### src/rtl/core/shabs_pkg.sv
// ----------------------------------------------------------------------------
// shabs_pkg
// Types, round constants and helpers shared by the SHA-256 byte stream hasher
// ----------------------------------------------------------------------------
package shabs_pkg;

    // eight 32-bit hash words, index 0 is word a / digest word 0
    typedef logic [31:0] hash_words_t [8];

    // sixteen schedule words; index 15 holds the oldest word W[t]
    typedef logic [15:0][31:0] window_t;

    localparam logic [7:0] PAD_BYTE   = 8'h80;
    localparam logic [5:0] LENGTH_POS = 6'd56;
    localparam logic [5:0] LAST_FILL  = 6'd63;
    localparam logic [5:0] LAST_ROUND = 6'd63;
    localparam logic [2:0] LAST_WORD  = 3'd7;
    localparam logic [63:0] BYTE_BITS = 64'd8;

    localparam hash_words_t INIT_HASH = '{
        32'h6a09e667, 32'hbb67ae85, 32'h3c6ef372, 32'ha54ff53a,
        32'h510e527f, 32'h9b05688c, 32'h1f83d9ab, 32'h5be0cd19
    };

    localparam logic [31:0] ROUND_K [64] = '{
        32'h428a2f98, 32'h71374491, 32'hb5c0fbcf, 32'he9b5dba5,
        32'h3956c25b, 32'h59f111f1, 32'h923f82a4, 32'hab1c5ed5,
        32'hd807aa98, 32'h12835b01, 32'h243185be, 32'h550c7dc3,
        32'h72be5d74, 32'h80deb1fe, 32'h9bdc06a7, 32'hc19bf174,
        32'he49b69c1, 32'hefbe4786, 32'h0fc19dc6, 32'h240ca1cc,
        32'h2de92c6f, 32'h4a7484aa, 32'h5cb0a9dc, 32'h76f988da,
        32'h983e5152, 32'ha831c66d, 32'hb00327c8, 32'hbf597fc7,
        32'hc6e00bf3, 32'hd5a79147, 32'h06ca6351, 32'h14292967,
        32'h27b70a85, 32'h2e1b2138, 32'h4d2c6dfc, 32'h53380d13,
        32'h650a7354, 32'h766a0abb, 32'h81c2c92e, 32'h92722c85,
        32'ha2bfe8a1, 32'ha81a664b, 32'hc24b8b70, 32'hc76c51a3,
        32'hd192e819, 32'hd6990624, 32'hf40e3585, 32'h106aa070,
        32'h19a4c116, 32'h1e376c08, 32'h2748774c, 32'h34b0bcb5,
        32'h391c0cb3, 32'h4ed8aa4a, 32'h5b9cca4f, 32'h682e6ff3,
        32'h748f82ee, 32'h78a5636f, 32'h84c87814, 32'h8cc70208,
        32'h90befffa, 32'ha4506ceb, 32'hbef9a3f7, 32'hc67178f2
    };

    function automatic logic [31:0] rotr(input logic [31:0] x, input int unsigned n);
        return (x >> n) | (x << (32 - n));
    endfunction

endpackage

### src/rtl/core/shabs_round.sv
// ----------------------------------------------------------------------------
// shabs_round
// One SHA-256 round and one message schedule step, shared by all 64 rounds
// ----------------------------------------------------------------------------
module shabs_round import shabs_pkg::*; (
    input  hash_words_t vars_i,
    input  logic [31:0] k_i,
    input  window_t     win_i,
    output hash_words_t vars_o,
    output logic [31:0] sched_o
);

    logic [31:0] big0;
    logic [31:0] big1;
    logic [31:0] choose;
    logic [31:0] major;
    logic [31:0] sum1;
    logic [31:0] sum2;
    logic [31:0] sig0;
    logic [31:0] sig1;

    always_comb begin
        big1   = rotr(vars_i[4], 6) ^ rotr(vars_i[4], 11) ^ rotr(vars_i[4], 25);
        choose = (vars_i[4] & vars_i[5]) ^ (~vars_i[4] & vars_i[6]);
        sum1   = vars_i[7] + big1 + choose + k_i + win_i[15];
        big0   = rotr(vars_i[0], 2) ^ rotr(vars_i[0], 13) ^ rotr(vars_i[0], 22);
        major  = (vars_i[0] & vars_i[1]) ^ (vars_i[0] & vars_i[2]) ^ (vars_i[1] & vars_i[2]);
        sum2   = big0 + major;

        vars_o[7] = vars_i[6];
        vars_o[6] = vars_i[5];
        vars_o[5] = vars_i[4];
        vars_o[4] = vars_i[3] + sum1;
        vars_o[3] = vars_i[2];
        vars_o[2] = vars_i[1];
        vars_o[1] = vars_i[0];
        vars_o[0] = sum1 + sum2;

        // W[t+16] from W[t], W[t+1], W[t+9], W[t+14]
        sig0    = rotr(win_i[14], 7) ^ rotr(win_i[14], 18) ^ (win_i[14] >> 3);
        sig1    = rotr(win_i[1], 17) ^ rotr(win_i[1], 19) ^ (win_i[1] >> 10);
        sched_o = win_i[15] + sig0 + win_i[6] + sig1;
    end

endmodule

### src/rtl/core/sha256_byte_stream_hasher.sv
// ----------------------------------------------------------------------------
// sha256_byte_stream_hasher
// SHA-256 over a byte stream, digest returned as eight 32-bit words
// ----------------------------------------------------------------------------
//  channel  ports                                          role
//  s_       s_valid s_ready s_data_byte s_has_byte         message bytes in
//           s_end_of_message
//  m_       m_valid m_ready m_digest_word m_word_number    digest words out
//           m_last_word
//
//  a byte is taken while idle; the byte that fills a block holds s_ready low
//  through the 64 rounds in the shared round unit and the add
//  an end item feeds in one padding byte at a time (up to 72), runs the rounds
//  and the add per padded block, then offers the eight words; m_ready stalls only the output
//  reset (aresetn low, synchronous) loads the initial hash and clears counts
//  s_ready is high only while idle
// ----------------------------------------------------------------------------
module sha256_byte_stream_hasher import shabs_pkg::*; (
    input  logic        aclk,
    input  logic        aresetn,
    input  logic        s_valid,
    output logic        s_ready,
    input  logic [7:0]  s_data_byte,
    input  logic        s_has_byte,
    input  logic        s_end_of_message,
    output logic        m_valid,
    input  logic        m_ready,
    output logic [31:0] m_digest_word,
    output logic [2:0]  m_word_number,
    output logic        m_last_word
);

    typedef enum logic [4:0] {
        ST_IDLE  = 5'b00001,
        ST_PAD   = 5'b00010,
        ST_ROUND = 5'b00100,
        ST_ADD   = 5'b01000,
        ST_OUT   = 5'b10000
    } state_t;

    state_t      state_reg, state_next;
    window_t     win_reg, win_next;
    hash_words_t chain_reg, chain_next;
    hash_words_t vars_reg, vars_next;
    logic [5:0]  fill_reg, fill_next;
    logic [63:0] bits_reg, bits_next;
    logic [5:0]  round_reg, round_next;
    logic [2:0]  word_reg, word_next;
    logic        pad_mark_reg, pad_mark_next;
    logic        final_reg, final_next;
    logic        end_pend_reg, end_pend_next;

    hash_words_t round_vars;
    logic [31:0] round_sched;
    logic [7:0]  pad_byte;
    logic [5:0]  len_idx;
    logic [$bits(window_t)-1:0] win_flat;

    shabs_round u_round (
        .vars_i  (vars_reg),
        .k_i     (ROUND_K[round_reg]),
        .win_i   (win_reg),
        .vars_o  (round_vars),
        .sched_o (round_sched)
    );

    assign win_flat = win_reg;

    // length bytes go out most significant first
    assign len_idx = {~fill_reg[2:0], 3'b000};

    always_comb begin
        if (!pad_mark_reg) begin
            pad_byte = PAD_BYTE;
        end else if (final_reg && fill_reg >= LENGTH_POS) begin
            pad_byte = bits_reg[len_idx +: 8];
        end else begin
            pad_byte = 8'h00;
        end
    end

    always_comb begin
        state_next    = state_reg;
        win_next      = win_reg;
        chain_next    = chain_reg;
        vars_next     = vars_reg;
        fill_next     = fill_reg;
        bits_next     = bits_reg;
        round_next    = round_reg;
        word_next     = word_reg;
        pad_mark_next = pad_mark_reg;
        final_next    = final_reg;
        end_pend_next = end_pend_reg;

        unique case (state_reg)
            ST_IDLE: begin
                if (s_valid) begin
                    if (s_has_byte) begin
                        win_next  = window_t'({win_flat[$bits(window_t)-9:0], s_data_byte});
                        fill_next = fill_reg + 6'd1;
                        bits_next = bits_reg + BYTE_BITS;
                    end
                    if (s_has_byte && fill_reg == LAST_FILL) begin
                        vars_next     = chain_reg;
                        round_next    = '0;
                        end_pend_next = s_end_of_message;
                        state_next    = ST_ROUND;
                    end else if (s_end_of_message) begin
                        state_next = ST_PAD;
                    end
                end
            end
            ST_PAD: begin
                win_next  = window_t'({win_flat[$bits(window_t)-9:0], pad_byte});
                fill_next = fill_reg + 6'd1;
                if (!pad_mark_reg) begin
                    pad_mark_next = 1'b1;
                    // length fits behind the marker only below the length field
                    final_next    = (fill_reg < LENGTH_POS);
                end
                if (fill_reg == LAST_FILL) begin
                    vars_next  = chain_reg;
                    round_next = '0;
                    state_next = ST_ROUND;
                end
            end
            ST_ROUND: begin
                vars_next  = round_vars;
                win_next   = {win_reg[14:0], round_sched};
                round_next = round_reg + 6'd1;
                if (round_reg == LAST_ROUND) begin
                    state_next = ST_ADD;
                end
            end
            ST_ADD: begin
                for (int i = 0; i < 8; i++) begin
                    chain_next[i] = chain_reg[i] + vars_reg[i];
                end
                if (pad_mark_reg) begin
                    if (final_reg) begin
                        word_next  = '0;
                        state_next = ST_OUT;
                    end else begin
                        final_next = 1'b1;
                        state_next = ST_PAD;
                    end
                end else if (end_pend_reg) begin
                    state_next = ST_PAD;
                end else begin
                    state_next = ST_IDLE;
                end
            end
            ST_OUT: begin
                if (m_ready) begin
                    word_next = word_reg + 3'd1;
                    if (word_reg == LAST_WORD) begin
                        chain_next    = INIT_HASH;
                        bits_next     = '0;
                        fill_next     = '0;
                        pad_mark_next = 1'b0;
                        final_next    = 1'b0;
                        end_pend_next = 1'b0;
                        state_next    = ST_IDLE;
                    end
                end
            end
            default: begin
                state_next = ST_IDLE;
            end
        endcase
    end

    always_ff @(posedge aclk) begin
        if (!aresetn) begin
            state_reg    <= ST_IDLE;
            chain_reg    <= INIT_HASH;
            fill_reg     <= '0;
            bits_reg     <= '0;
            round_reg    <= '0;
            word_reg     <= '0;
            pad_mark_reg <= 1'b0;
            final_reg    <= 1'b0;
            end_pend_reg <= 1'b0;
        end else begin
            state_reg    <= state_next;
            chain_reg    <= chain_next;
            fill_reg     <= fill_next;
            bits_reg     <= bits_next;
            round_reg    <= round_next;
            word_reg     <= word_next;
            pad_mark_reg <= pad_mark_next;
            final_reg    <= final_next;
            end_pend_reg <= end_pend_next;
        end
    end

    always_ff @(posedge aclk) begin
        win_reg  <= win_next;
        vars_reg <= vars_next;
    end

    assign s_ready       = (state_reg == ST_IDLE);
    assign m_valid       = (state_reg == ST_OUT);
    assign m_digest_word = chain_reg[word_reg];
    assign m_word_number = word_reg;
    assign m_last_word   = (word_reg == LAST_WORD);

endmodule

### config.mk
export PLATFORM = sky130hd
export DESIGN_NAME = sha256_byte_stream_hasher
export DESIGN_NICKNAME = d
export VERILOG_FILES = /design/src/rtl/core/shabs_pkg.sv /design/src/rtl/core/shabs_round.sv /design/src/rtl/core/sha256_byte_stream_hasher.sv
export SDC_FILE = /design/constraint.sdc
export NUM_CORES = 2
export LEC_CHECK = 0
export ABC_AREA = 1
export BUFFER_PORTS_ARGS = -buffer_cell sky130_fd_sc_hd__buf_2
export CORE_ASPECT_RATIO = 0.8
export CORE_UTILIZATION = 50
export DETAILED_ROUTE_END_ITERATION = 10
export MAX_ROUTING_LAYER = met4
export PLACE_DENSITY = 0.68
export SLEW_MARGIN = 30
export SYNTH_ARGS = -nofsm -noshare
export SYNTH_HDL_FRONTEND = slang
export SYNTH_SLANG_ARGS = --single-unit
### constraint.sdc
create_clock -name aclk -period 10.9 [get_ports aclk]
set_input_delay 1.09 -clock aclk [delete_from_list [all_inputs] [get_ports aclk]]
set_output_delay 1.09 -clock aclk [all_outputs]
set_load 0.01 [all_outputs]
# Word-level counts from Yosys, hierarchy flattened
# Memories as Yosys holds them, arrays and structs flattened.
# Cells that the tools add are included.
[classes] bitwise_logic=30 n_shift=1 order_cmp=4 reduce_logical=18 n_addsub=22 n_eq_ne=19 n_mux=55 mul=0 n_div=0
[ops] operator="case mux 512 bit (3 select lines)" count=1
[ops] operator="2-to-1 mux 256 bit" count=5
[ops] operator="2-to-1 mux 512 bit" count=2
[ops] operator="case mux 256 bit (3 select lines)" count=1
[ops] operator="adder 32 bit" count=18
[ops] operator="case mux 256 bit (2 select lines)" count=1
[ops] operator="bitwise XOR 32 bit" count=9
[ops] operator="2-to-1 mux 64 bit" count=4
[ops] operator="AND 32 bit" count=5
[ops] operator="2-to-1 mux 32 bit" count=4
[ops] operator="case mux 64 bit (2 select lines)" count=1
[ops] operator="binary-select mux 32 bit (select 3 bit)" count=1
[ops] operator="adder 64 x 4 -> 64 bit, second input constant" count=1
[ops] operator="variable part select 64 x 7 -> 8 bit" count=1
[ops] operator="2-to-1 mux 5 bit" count=9
[ops] operator="2-to-1 mux 6 bit" count=7
[ops] operator="case mux 6 bit (3 select lines)" count=2
[ops] operator="inverter 32 bit" count=1
[ops] operator="OR 10 x 32 -> 32 bit" count=1
[ops] operator="OR 13 x 32 -> 32 bit" count=1
[ops] operator="OR 14 x 32 -> 32 bit" count=1
[ops] operator="OR 15 x 32 -> 32 bit" count=1
[ops] operator="OR 19 x 32 -> 32 bit" count=1
[ops] operator="OR 21 x 32 -> 32 bit" count=1
[ops] operator="40 further kinds" count=70
[word_totals] latch_bits=0 mem_bits_ro=2048 reg_bits=1111 out_inout_bits=38 mem_bits_rw=0 memories=1
[memory_table] memory="(name not given)" words=64 word_bits=32 rd=1 rd_clocked_by_memory_dff=0 wr=0 line_no="sha256_byte_stream_hasher.sv:61" text=".k_i (ROUND_K[round_reg]),"

# Longest topological paths before layout
[depth] ltp_word=9 ltp_mapped=39

# Cells and area by module
# A second synthesis with hierarchy kept.
[hier_totals] hier_cells=12454 hier_area_um2=87013.5
[modules_own_cells] module="sha256_byte_stream_hasher" cells_each=10049 area_per_inst_um2=70114.7 n_inst=1
[modules_own_cells] module="shabs_round" cells_each=2405 area_per_inst_um2=16898.7 n_inst=1

# Least setup slack after synthesis
# OpenSTA, ideal clock, no wires.
[synth_path] path_type="in2reg" startpoint="in s_valid" endpoint="reg win_reg, in the netlist win_flat[0], enable pin" t_arrival_ns=11.061 t_required_ns=10.041 path_stages=4 n_path_buf=0 path_slack_ns=-1.020 cell_sequence="nand2_1 -> nand2_1 -> nand2_1 -> inv_1"
[synth_via] elab_chain_len=2
[synth_lines] element="start: declaration" line_no="sha256_byte_stream_hasher.sv:21" text="input logic s_valid,"
[synth_lines] element="!= test 2 bit (no source line)"
[synth_lines] element="AND reduction 3 bit (no source line)"
[synth_lines] element="end signal: assignment" line_no="sha256_byte_stream_hasher.sv:198" text="win_reg <= win_next;"
[synth_lines] element="end: declaration" line_no="sha256_byte_stream_hasher.sv:42" text="window_t win_reg, win_next;"
# Every way passes these cells.
# A chain may end at the register's enable or synchronous reset.

==> flow_metrics.py <==
metrics = {
    "cts": {
        "path_clk_slew_ns": 0.06,
        "cts_buffer_depth": 3,
        "clkSinkCount": 1108,
        "cts_tree": "done",
        "insertion_delay_ns": 0.83,
        "cts_hold_buf": 0,
        "cts_made_buffers": 117,
        "h-tree-depth": 3,
        "postCtsSetupBuffers": 0,
        "cts-resized-gates": 0,
        "clockRootBuffer": "clkbuf_16",
    },
    "synthesis": {
        "synthDistinctLibCells": 70,
        "mappedNetlistArea_sq_um": 80690,
        "synth_simple_gate_area_share_pct": 20.07,
        "synth_fa_ha_area_share_pct": 11.25,
        "ys_warn_count": 0,
        "synth-edff-count": 768,
        "ys.flop_type": "edfxtp_1",
        "syn_inst": 10687,
        "synth_nets": 11300,
        "async_reset_ff_share_pct": 0,
        "synth_mux_area_share_pct": 0.03721,
        "synth_top_family_by_area": "simple AND/OR/NAND/NOR gates",
        "yosys_register_bits": 1108,
        "seq_area_frac_synth_pct": 37.02,
        "synth_xor_area_share_pct": 3.886,
        "synth_compound_area_share_pct": 18.75,
        "synth.avg_cell_area_sq_um": 7.551,
    },
    "place": {
        "port_buffers": 51,
        "placed_area_sq_um": 82560,
        "hpwl_mm": 273.0,
        "gp_congestion": 1.152,
    },
    "route": {
        "first_pass_iters": 10,
        "viasPerCell": 6.207,
        "wl_per_cell_microns": 27.58,
        "ant_nets": 0,
        "drt-initial-drc-count": 12537,
        "drcViolationCount": 0,
        "finalWirelength_mm": 351.5,
        "vias": 79093,
    },
    "run_status": {
        "status": "complete, no violations",
    },
    "global_routing": {
        "track_usage_pct": 43.22,
        "grt_pass1_vias": 71574,
        "grt_max_degree": 259,
        "gr-total-overflow": 0,
        "grt_antenna_before_repair": 23,
        "grt_pass1_wl_mm": 499.4,
    },
    "floorplan": {
        "num_rows": 131,
        "fp.dieW_microns": 451.1,
        "ios": 52,
        "die_area_sq_um": 163000,
        "start_util_pct": 50.49,
        "core-area_sq_um": 159800,
        "die_height_microns": 361.3,
    },
    "worst_setup_path": {
        "critPathSlowestCell": "dfxtp_1",
        "critPathArrivalTime_ns": 8.81,
        "regToRegStartpoint": "round_reg[1]",
        "rr_worst_depth": 28,
        "r2r_setup_slack_ns": 2.58,
        "cpPeakStageDelay_ns": 0.76,
        "path_max_fanout": 15,
        "critPathRequiredTime_ns": 11.39,
        "start_kind": "flip-flop",
        "crit_path_frequent_cell": "nand2_1",
        "path_class": "reg -> reg",
        "cp-end-kind": "flip-flop",
        "crit_start": "round_reg[1]",
    },
    "layout": {
        "nets": 11113,
        "stdcell_area_sq_um": 86860,
        "num-fill-cells": 15347,
        "synthToLayoutAreaGrowth_pct": 7.646,
        "largest_reg_flops": 512,
        "drive_above_1_share_pct": 4.020,
    },
    "sta": {
        "fin_tns_setup_ns": 0,
        "setup_viol": 0,
        "period_share_pct": 76.31,
        "max_slew.worst_pin.slew_ns": 1.175,
        "hold-worst-slack_ns": 0.4823,
        "skew_ns": 0.07784,
        "hold_viol_final": 0,
        "fin_crit_ns": 8.317,
        "maxSlewHeadroom_pct": 21.34,
        "rsz0062_at_grt": "no",
        "max_clock_freq_mhz": 120.2,
        "drv_slew": 0,
    },
    "min_path": {
        "whs_path_depth": 1,
        "worstHoldPathType": "reg -> reg",
        "min-delay-start": "fill_reg[5]",
    },
    "job": {
        "cap_violations": 0,
    },
}
per-layer routing:
layer	share of wire [%]	up-vias	global-route usage, %
met2	36	5355	51.86
met3	17	629	19.18
met4	3.0	0	11.15
met5	0	-	-
met1	44	37657	63.62
li1	-	35452	-
kinds of logic after synthesis:
kind of cell / after synthesis
xor gates and xnor gates: 358
buffers and inverters: 1901
DFF: 1108
adders and majority gates: 611
and+or+nand+nor: 3924
AOI/OAI and AO/OA: 2782
muxes: 3
final cells by class:
| class | count | area [sq um] | area share (%) |
|---|---|---|---|
| Antenna cell | 17 | 42.54 | 0.04898 |
| Multi-Input combinational cell | 7678 | 43620 | 50.22 |
| Timing Repair Buffer | 149 | 1136 | 1.308 |
| Clock buffer | 145 | 3158 | 3.636 |
| Tap cell | 2128 | 2663 | 3.065 |
| Clock inverter | 72 | 904.6 | 1.041 |
| Sequential cell | 1108 | 29880 | 34.39 |
| Inverter | 1446 | 5458 | 6.283 |
layout by cell type (no fill, tap or decap), drive strengths merged, types with 12 or more instances in the layout:
cell type,Yosys,layout
or2,40,40
nand3,454,454
dfxtp,340,340
a211oi,18,18
o211ai,60,60
o21a,53,53
clkinv,6,46
xor2,175,175
nand2,2505,2505
ha,404,404
inv,1440,1445
clkbuf,353,146
o21bai,61,61
nand3b,28,28
nor2,634,634
o21ai,1393,1393
diode,0,17
a31oi,107,107
a21boi,28,28
a221oi,16,16
fa,195,195
clkinvlp,0,12
nand4,124,124
a21o,53,53
maj3,12,12
bufinv,0,15
o31ai,15,15
nor3,86,86
edfxtp,768,768
a21oi,870,870
buf,102,148
nor4,28,28
o221ai,30,30
xnor2,183,183
o22ai,46,46
worst max-delay path: cells and delay by family (launching register included):
family,cells,cell delay (ns)
adders and majority gates,5,2.19
and+or+nand+nor,12,2.14
xor gates and xnor gates,1,0.36
AOI/OAI and AO/OA,7,1.99
buffers and inverters,3,0.57
DFF,1,0.76
path summary, 6_finish.rpt:
kind                   end
min            fill_reg[5]
max          vars_reg[249]
min reg2reg    fill_reg[5]
max reg2reg  vars_reg[249]
Yosys cell counts (all sizes together), types with 5 or more instances:
cell type / n / area, sq um
o21ai: 1393 / 6972
xnor2: 183 / 1603
o21a: 53 / 397.9
o31ai: 15 / 117.6
o211ai: 60 / 450.4
a311oi: 5 / 43.79
o21bai: 61 / 457.9
a21boi: 28 / 210.2
nand3b: 28 / 210.2
a31oi: 107 / 669.4
or2: 40 / 250.2
ha: 404 / 5055
clkinv: 6 / 22.52
dfxtp: 340 / 6807
o221ai: 30 / 262.8
clkbuf: 353 / 1325
nor3: 86 / 440.4
nor3b: 9 / 72.57
nor2: 634 / 2426
a21o: 53 / 397.9
buf: 102 / 498.0
o311ai: 8 / 70.07
a221oi: 16 / 140.1
o22ai: 46 / 287.8
nor4: 28 / 196.4
inv: 1440 / 5408
maj3: 12 / 120.1
nand4: 124 / 803.3
nand3: 454 / 2287
xor2: 175 / 1533
a21oi: 870 / 4354
a211oi: 18 / 135.1
edfxtp: 768 / 23060
fa: 195 / 3904
nand2: 2505 / 9405
and3: 11 / 70.07
through the flow:
| stage | utilization (%) | cells | worst slack [ns] |
|---|---|---|---|
| final | 54.35 | 12743 | 2.583 |
| after global placement | 51.65 | 12496 | 2.631 |
| after floorplan | - | 10687 | 1.527 |
| after global routing | 54.35 | 12740 | 2.131 |
| after CTS | 54.20 | 12713 | 2.890 |
| after detailed placement | 51.66 | 12496 | 2.945 |
Power is left out: the tool's default activity adds up to more than one toggle a clock period on the data nets, which glitch-free logic cannot reach.
